**src/rtl/lgs_pkg.sv**
```systemverilog
// Shared types and constants for the LDA Gibbs topic sampler.
// No dependencies; used by every module of the sampler.
package lgs_pkg;

  // Operation codes carried by an input transaction
  typedef enum logic [1:0] {
    OP_CLEAR     = 2'd0,
    OP_ADD_DOC   = 2'd1,
    OP_ADD_MODEL = 2'd2,
    OP_SAMPLE    = 2'd3
  } opcode_t;

  // Configuration register indexes
  localparam logic [1:0] REG_ALPHA  = 2'd0;
  localparam logic [1:0] REG_BETA   = 2'd1;
  localparam logic [1:0] REG_BTOTAL = 2'd2;
  localparam logic [1:0] REG_ACTIVE = 2'd3;

  // Register reset values
  localparam logic [31:0] ALPHA_RST  = 32'd6554;
  localparam logic [31:0] BETA_RST   = 32'd655;
  localparam logic [31:0] BTOTAL_RST = 32'd655360;
  localparam logic [6:0]  ACTIVE_RST = 7'd64;

  localparam int CFG_W    = 32;
  localparam int WEIGHT_W = 48;
  localparam int RAND_W   = 24;
  localparam int DOC_W    = 16;
  localparam int DIGIT_W  = 16;

  typedef struct packed {
    opcode_t     opcode;
    logic [11:0] word_index;
    logic [5:0]  topic_index;
    logic [23:0] random_fraction;
  } in_item_t;

  typedef struct packed {
    logic [5:0] new_topic;
    logic       topic_changed;
  } out_item_t;

  // Count store access strobes
  typedef struct packed {
    logic wt_rd;
    logic wt_wr;
    logic tt_rd;
    logic tt_wr;
    logic dc_rd;
    logic dc_wr;
    logic dc_clear;
  } store_ctrl_t;

endpackage

```
**src/rtl/lgs_divider.sv**
```systemverilog
// Iterative restoring divider: 48-bit saturated quotient, one bit a cycle.
// Depends on lgs_pkg for the weight width.
module lgs_divider #(
  parameter int NUM_W = 98,
  parameter int DEN_W = 49
) (
  input  logic                          clk,
  input  logic                          rst_n,
  input  logic                          go,
  input  logic [NUM_W-1:0]              num,
  input  logic [DEN_W-1:0]              den,
  output logic                          done,
  output logic [lgs_pkg::WEIGHT_W-1:0]  quot
);
  localparam int QW   = lgs_pkg::WEIGHT_W;
  localparam int HI_W = NUM_W - QW;
  localparam int CW   = (HI_W > DEN_W) ? HI_W : DEN_W;
  localparam int CNT_W = $clog2(QW);

  logic                 running_r;
  logic                 done_r;
  logic [CNT_W-1:0]     cnt_r;
  logic [DEN_W-1:0]     rem_r;
  logic [QW-1:0]        lo_r;
  logic [QW-1:0]        q_r;
  logic [DEN_W:0]       trial;
  logic                 fits;
  logic                 sat;

  // one quotient bit per cycle
  assign trial = {rem_r, lo_r[QW-1]};
  assign fits  = trial >= {1'b0, den};
  assign sat   = CW'(num[NUM_W-1:QW]) >= CW'(den);

  always_ff @(posedge clk) begin
    if (!rst_n) begin
      running_r <= 1'b0;
      done_r    <= 1'b0;
      cnt_r     <= '0;
    end else begin
      done_r <= 1'b0;
      if (go) begin
        cnt_r <= '0;
        if (sat) begin
          q_r    <= '1;
          done_r <= 1'b1;
        end else begin
          rem_r     <= DEN_W'(num[NUM_W-1:QW]);
          lo_r      <= num[QW-1:0];
          q_r       <= '0;
          running_r <= 1'b1;
        end
      end else if (running_r) begin
        lo_r <= {lo_r[QW-2:0], 1'b0};
        if (fits) begin
          rem_r <= DEN_W'(trial - {1'b0, den});
          q_r   <= {q_r[QW-2:0], 1'b1};
        end else begin
          rem_r <= trial[DEN_W-1:0];
          q_r   <= {q_r[QW-2:0], 1'b0};
        end
        cnt_r <= CNT_W'(cnt_r + 1'b1);
        if (cnt_r == CNT_W'(QW - 1)) begin
          running_r <= 1'b0;
          done_r    <= 1'b1;
        end
      end
    end
  end

  assign done = done_r;
  assign quot = q_r;

endmodule

```
**config.mk**
```make
export PLATFORM = sky130hd
export DESIGN_NAME = lgs_divider
export DESIGN_NICKNAME = d
export VERILOG_FILES = /design/src/rtl/lgs_pkg.sv /design/src/rtl/lgs_divider.sv
export SDC_FILE = /design/constraint.sdc
export NUM_CORES = 1
export LEC_CHECK = 0
export BUFFER_PORTS_ARGS = -buffer_cell sky130_fd_sc_hd__buf_4
export CORE_MARGIN = 1
export CORE_UTILIZATION = 25
export DETAILED_ROUTE_END_ITERATION = 8
export GPL_TIMING_DRIVEN = 0
export PLACE_DENSITY = 0.52
export SETUP_SLACK_MARGIN = 0.1
export SYNTH_ARGS = -nofsm -noshare
export SYNTH_HDL_FRONTEND = slang
export SYNTH_SLANG_ARGS = --single-unit
```
**constraint.sdc**
```tcl
create_clock -name clk -period 6.7 [get_ports clk]
set_input_delay 1.34 -clock clk [delete_from_list [all_inputs] [get_ports clk]]
set_output_delay 1.34 -clock clk [all_outputs]
set_load 0.02 [all_outputs]
```
# After elaboration in Yosys (flattened, before gate mapping)
# Cells that the tools add are included.
# word_totals
register_bits,153
latchBits,0
ramBits,0
rom_bits,0
input_bits,150
output_inout_bits,49
wordCells,36
mem_count,0
# classes
add_sub_neg,2
mul,0
n_div,0
n_lt_le_gt_ge,2
n_eq_ne,2
shifts,0
mux,19
bitwise,1
reduce_logical,4
# op_table
operator,n
48-bit 2-to-1 mux,6
49-bit 2-to-1 mux,4
50-bit by 49-bit >= comparator with 1-bit output,2
49-bit subtractor,1
1-bit 2-to-1 mux,9
6-bit by 1-bit adder with 6-bit output (second input constant),1
6-bit == test (second input constant),1
3-bit AND reduction,1
2-bit != test (second input constant),1
2-bit AND reduction,1
2-bit nonzero test,1
2-bit OR reduction,1
1-bit inverter,1

# Longest topological paths before layout
# depth
ltp_word,4
mapped_depth,15
depth_no_buf,13

# Worst setup path before layout
# No wires, ideal clock.
# synth_timing
path_type,input -> register
startpoint,input num[48]
endpoint,register lo_r[0] (enable)
setup_time_ns,0.466
arrival_ns,5.227
t_required_ns,6.234
slack_ns,1.006
stages,11
n_path_buf,0
cell_sequence,inv_1 > ha_1 > nand2b_1 > a21o_1 > a21o_1 > a21o_1 > a21o_1 > a211o_1 > a21oi_1 > nand2b_1 > and2_1
# synth_between
elab_chain_cells,3
# synth_lines
item,line,source
from (decl),lgs_divider.sv:10,"input logic [NUM_W-1:0] num,"
50-bit by 49-bit >= comparator with 1-bit output,lgs_divider.sv:33,assign sat = CW'(num[NUM_W-1:QW]) >= CW'(den);
2-bit != test (no line),n/a,
3-bit AND reduction (no line),n/a,
to (signal assigned),lgs_divider.sv:49,lo_r <= num[QW-1:0];
to (signal assigned),lgs_divider.sv:54,"lo_r <= {lo_r[QW-2:0], 1'b0};"
to (decl),lgs_divider.sv:24,logic [QW-1:0] lo_r;
# No other way between the ends.
# A chain may end at the register's enable or synchronous reset.

# Worst setup path after layout
# layout_timing
startpoint,input den[43]
endpoint,register rem_r[15] (enable)
# layout_between
elab_chain_cells,3
# layout_lines
item,line,source
from (decl),lgs_divider.sv:11,"input logic [DEN_W-1:0] den,"
50-bit by 49-bit >= comparator with 1-bit output,lgs_divider.sv:33,
2-bit != test (no line),n/a,
3-bit AND reduction (no line),n/a,
to (signal assigned),lgs_divider.sv:48,rem_r <= DEN_W'(num[NUM_W-1:QW]);
to (signal assigned),lgs_divider.sv:56,"rem_r <= DEN_W'(trial - {1'b0, den});"
to (signal assigned),lgs_divider.sv:59,rem_r <= trial[DEN_W-1:0];
to (decl),lgs_divider.sv:23,logic [DEN_W-1:0] rem_r;
# No other way between the ends.

==> qor.yml <==
core_area_mm2: 0.0432
dr_total_vias: 8915
finalCritPeriodShare: 0.694
drt_wl_total_mm: 32.7
multi_input_area_mm2: 0.00597
gp_congestion: 0.875
min_period_ps: 4650
grt_usage: 0.149
die_x_um: 211
hold_ws_ps: 497
vias_per_cell: 4.68
grt_max_degree: 66
clk_pin_slew_ps: 70
synth_top_area_frac: 0.398
worstMarginPinSlew_ps: 1150
async_reset_ff_frac: 0
p_leak_uw: 0.00577
hold_class: "flop to flop"
worstPathRequired_ps: 6850
ys_seq_area_frac: 0.412
p_switching_uw: 884
yosysWarnings: 0
skew_ps: 25.6
synth.cell_area_mm2: 0.0110
ys_ff_latch: 153
hold_buffers: 0
drc: 0
port_buffers: 197
clk_latency_ps: 460
pin_count: 199
slew_headroom: 0.229
cts_setup_buffers: 0
wl_per_cell_um: 17.2
drv_cap: 0
grt_pass1_wl_mm: 50.4
yosys-top-cells-area: "edfxtp_1 (40%), ha_1 (11%), mux2_2 (8.0%), nor2_1 (4.6%), a21oi_1 (3.8%)"
cp.arrival_ps: 4800
antenna_found_initial: 3
synthFlopType: "edfxtp_1"
slew_violations: 0
clockBufferDepth: 2
num_rows: 76
seqPwrFrac: 0.401
cp-start-kind: "primary input"
synth.avg_cell_area_um2: 10.1
hold_violations: 0
clkSinkCount: 153
synth-edff-count: 145
critPathCaptureType: "flop"
stdcell_count: 1904
synthCells: 1087
cp-startpoint: "den[43]"
numCtsBuffers: 17
power_frac_clock: 0.341
whs_path_depth: 2
dr.pass1.iters: 5
die_h_um: 211
reg2regPathDepth: 14
dp_hpwl_mm: 25.4
layout_common_cells: "buf_4 (197), edfxtp_1 (145), nor2_1 (135)"
die_area_mm2: 0.0446
fillCellCount: 4566
tns_ps: 0
fin_nets: 1555
yosys.area.top_type: "edfxtp_1"
htree_num_levels: 4
critPathKind: "primary input to flop"
seq_area_mm2: 0.00451
drtIter0Drc: 392
final_layout_size_suffix_gt1_frac: 0.247
start_util: 0.254
rsz0062_at_grt: "no"
finalSetupViolations: 0
post_cts_resized: 0
powerDensity_mw_per_mm2: 208
p_sw_frac: 0.308
first_global_vias: 9031
synth_nets: 1337
status: "completed"
antenna_left: 0
root_buffer: "clkbuf_16"
grt_overflow: 0
layout_commonest_cell: "buf_4"
fmax_mhz: 215
comb_power_share: 0.258
cts_tree: "done"
hp-start: "cnt_r[5]"
p_total_uw: 2870
synth.distinct_cells: 62
irDropWorstVdd_v: 0.000180
intPower_uw: 1980
r2r-start: "lo_r[47]"
critPathMaxFanout: 65
syn_to_final_growth_pct: 25.8
placed_cells_incl_taps: 1871
-- synthesized netlist by cell type, types with 9 or more instances --
| library cell | instances |
|---|---|
| clkbuf_1 | 43 |
| a21o_1 | 54 |
| nor2_1 | 135 |
| a211oi_1 | 10 |
| nor3_1 | 13 |
| o21ai_0 | 43 |
| inv_1 | 65 |
| edfxtp_1 | 145 |
| a31oi_1 | 9 |
| xor2_1 | 18 |
| mux2_1 | 27 |
| nand4_1 | 24 |
| nor3b_1 | 9 |
| nand2_1 | 56 |
| nor2b_1 | 14 |
| a21oi_1 | 83 |
| ha_1 | 99 |
| nand3_1 | 17 |
| mux2_2 | 78 |
| xnor2_1 | 22 |
-- per-layer routing --
metal  up-vias  track usage  share of wire
li1       4449            -              -
met1      4212        0.195           0.46
met2       219        0.235           0.45
met3        33       0.0427          0.068
met4         2       0.0462          0.014
met5         -            0        0.00040
-- path summary, 6_finish.rpt --
kind / to / slack [ps]
setup / recovery: rem_r[15] / 2050
hold / removal: cnt_r[5] / 500
setup reg to reg: rem_r[18] / 2760
hold reg to reg: cnt_r[5] / 500
-- cells by family after synthesis --
| family | synth area share |
|---|---|
| AOI/OAI and AO/OA | 0.148 |
| xor gates and xnor gates | 0.0320 |
| adders and majority gates | 0.115 |
| buffers and inverters | 0.0432 |
| DFF | 0.412 |
| muxes | 0.113 |
| and+or+nand+nor | 0.136 |
-- cell type report --
type / instances / share of cell area
clock buffers: 17 / 0.0309
repair buffers: 199 / 0.111
plain buffers: 53 / 0.0166
clock inverters: 15 / 0.0101
multi-input cells: 816 / 0.433
well taps: 585 / 0.0531
diodes: 1 / 0.000182
inverters: 65 / 0.0177
flip-flops and latches: 153 / 0.328
-- critical path, cell delays in order --
cell and delay [ps]:
buf_4 100, inv_1 60, ha_1 300, nand4_1 200
nor4_1 730, nand4_1 340, o22ai_1 360, a211oi_1 110
o21ai_0 190, a21oi_1 170, nand2b_1 210, and2_4 350
buf_16 290
-- registers in the layout, indices dropped and copies added (netlist names) --
| register | count |
|---|---|
| rem_r | 49 |
| lo_r | 48 |
| quot | 48 |
| cnt_r | 6 |
| done | 1 |
| running_r | 1 |
-- through the flow --
stage	setup WS, ps	area, um^2	util
after detailed placement	1360	13200	0.306
after global placement	-1110	13200	0.305
final	2050	13800	0.319
after CTS	1850	13800	0.319
after floorplan	1010	11000	-
after global routing	1720	13800	0.319
-- power by group through the flow --
stage               combinational [uW]  clock [uW]  sequential (uW)
floorplan                          477           0             1190
global placement                   731           0             1170
finish                             740         977             1150
CTS                                748        1010             1150
detailed placement                 745           0             1170
global route                       828        1030             1150
Note: power is estimated with default switching activity, not from simulation.
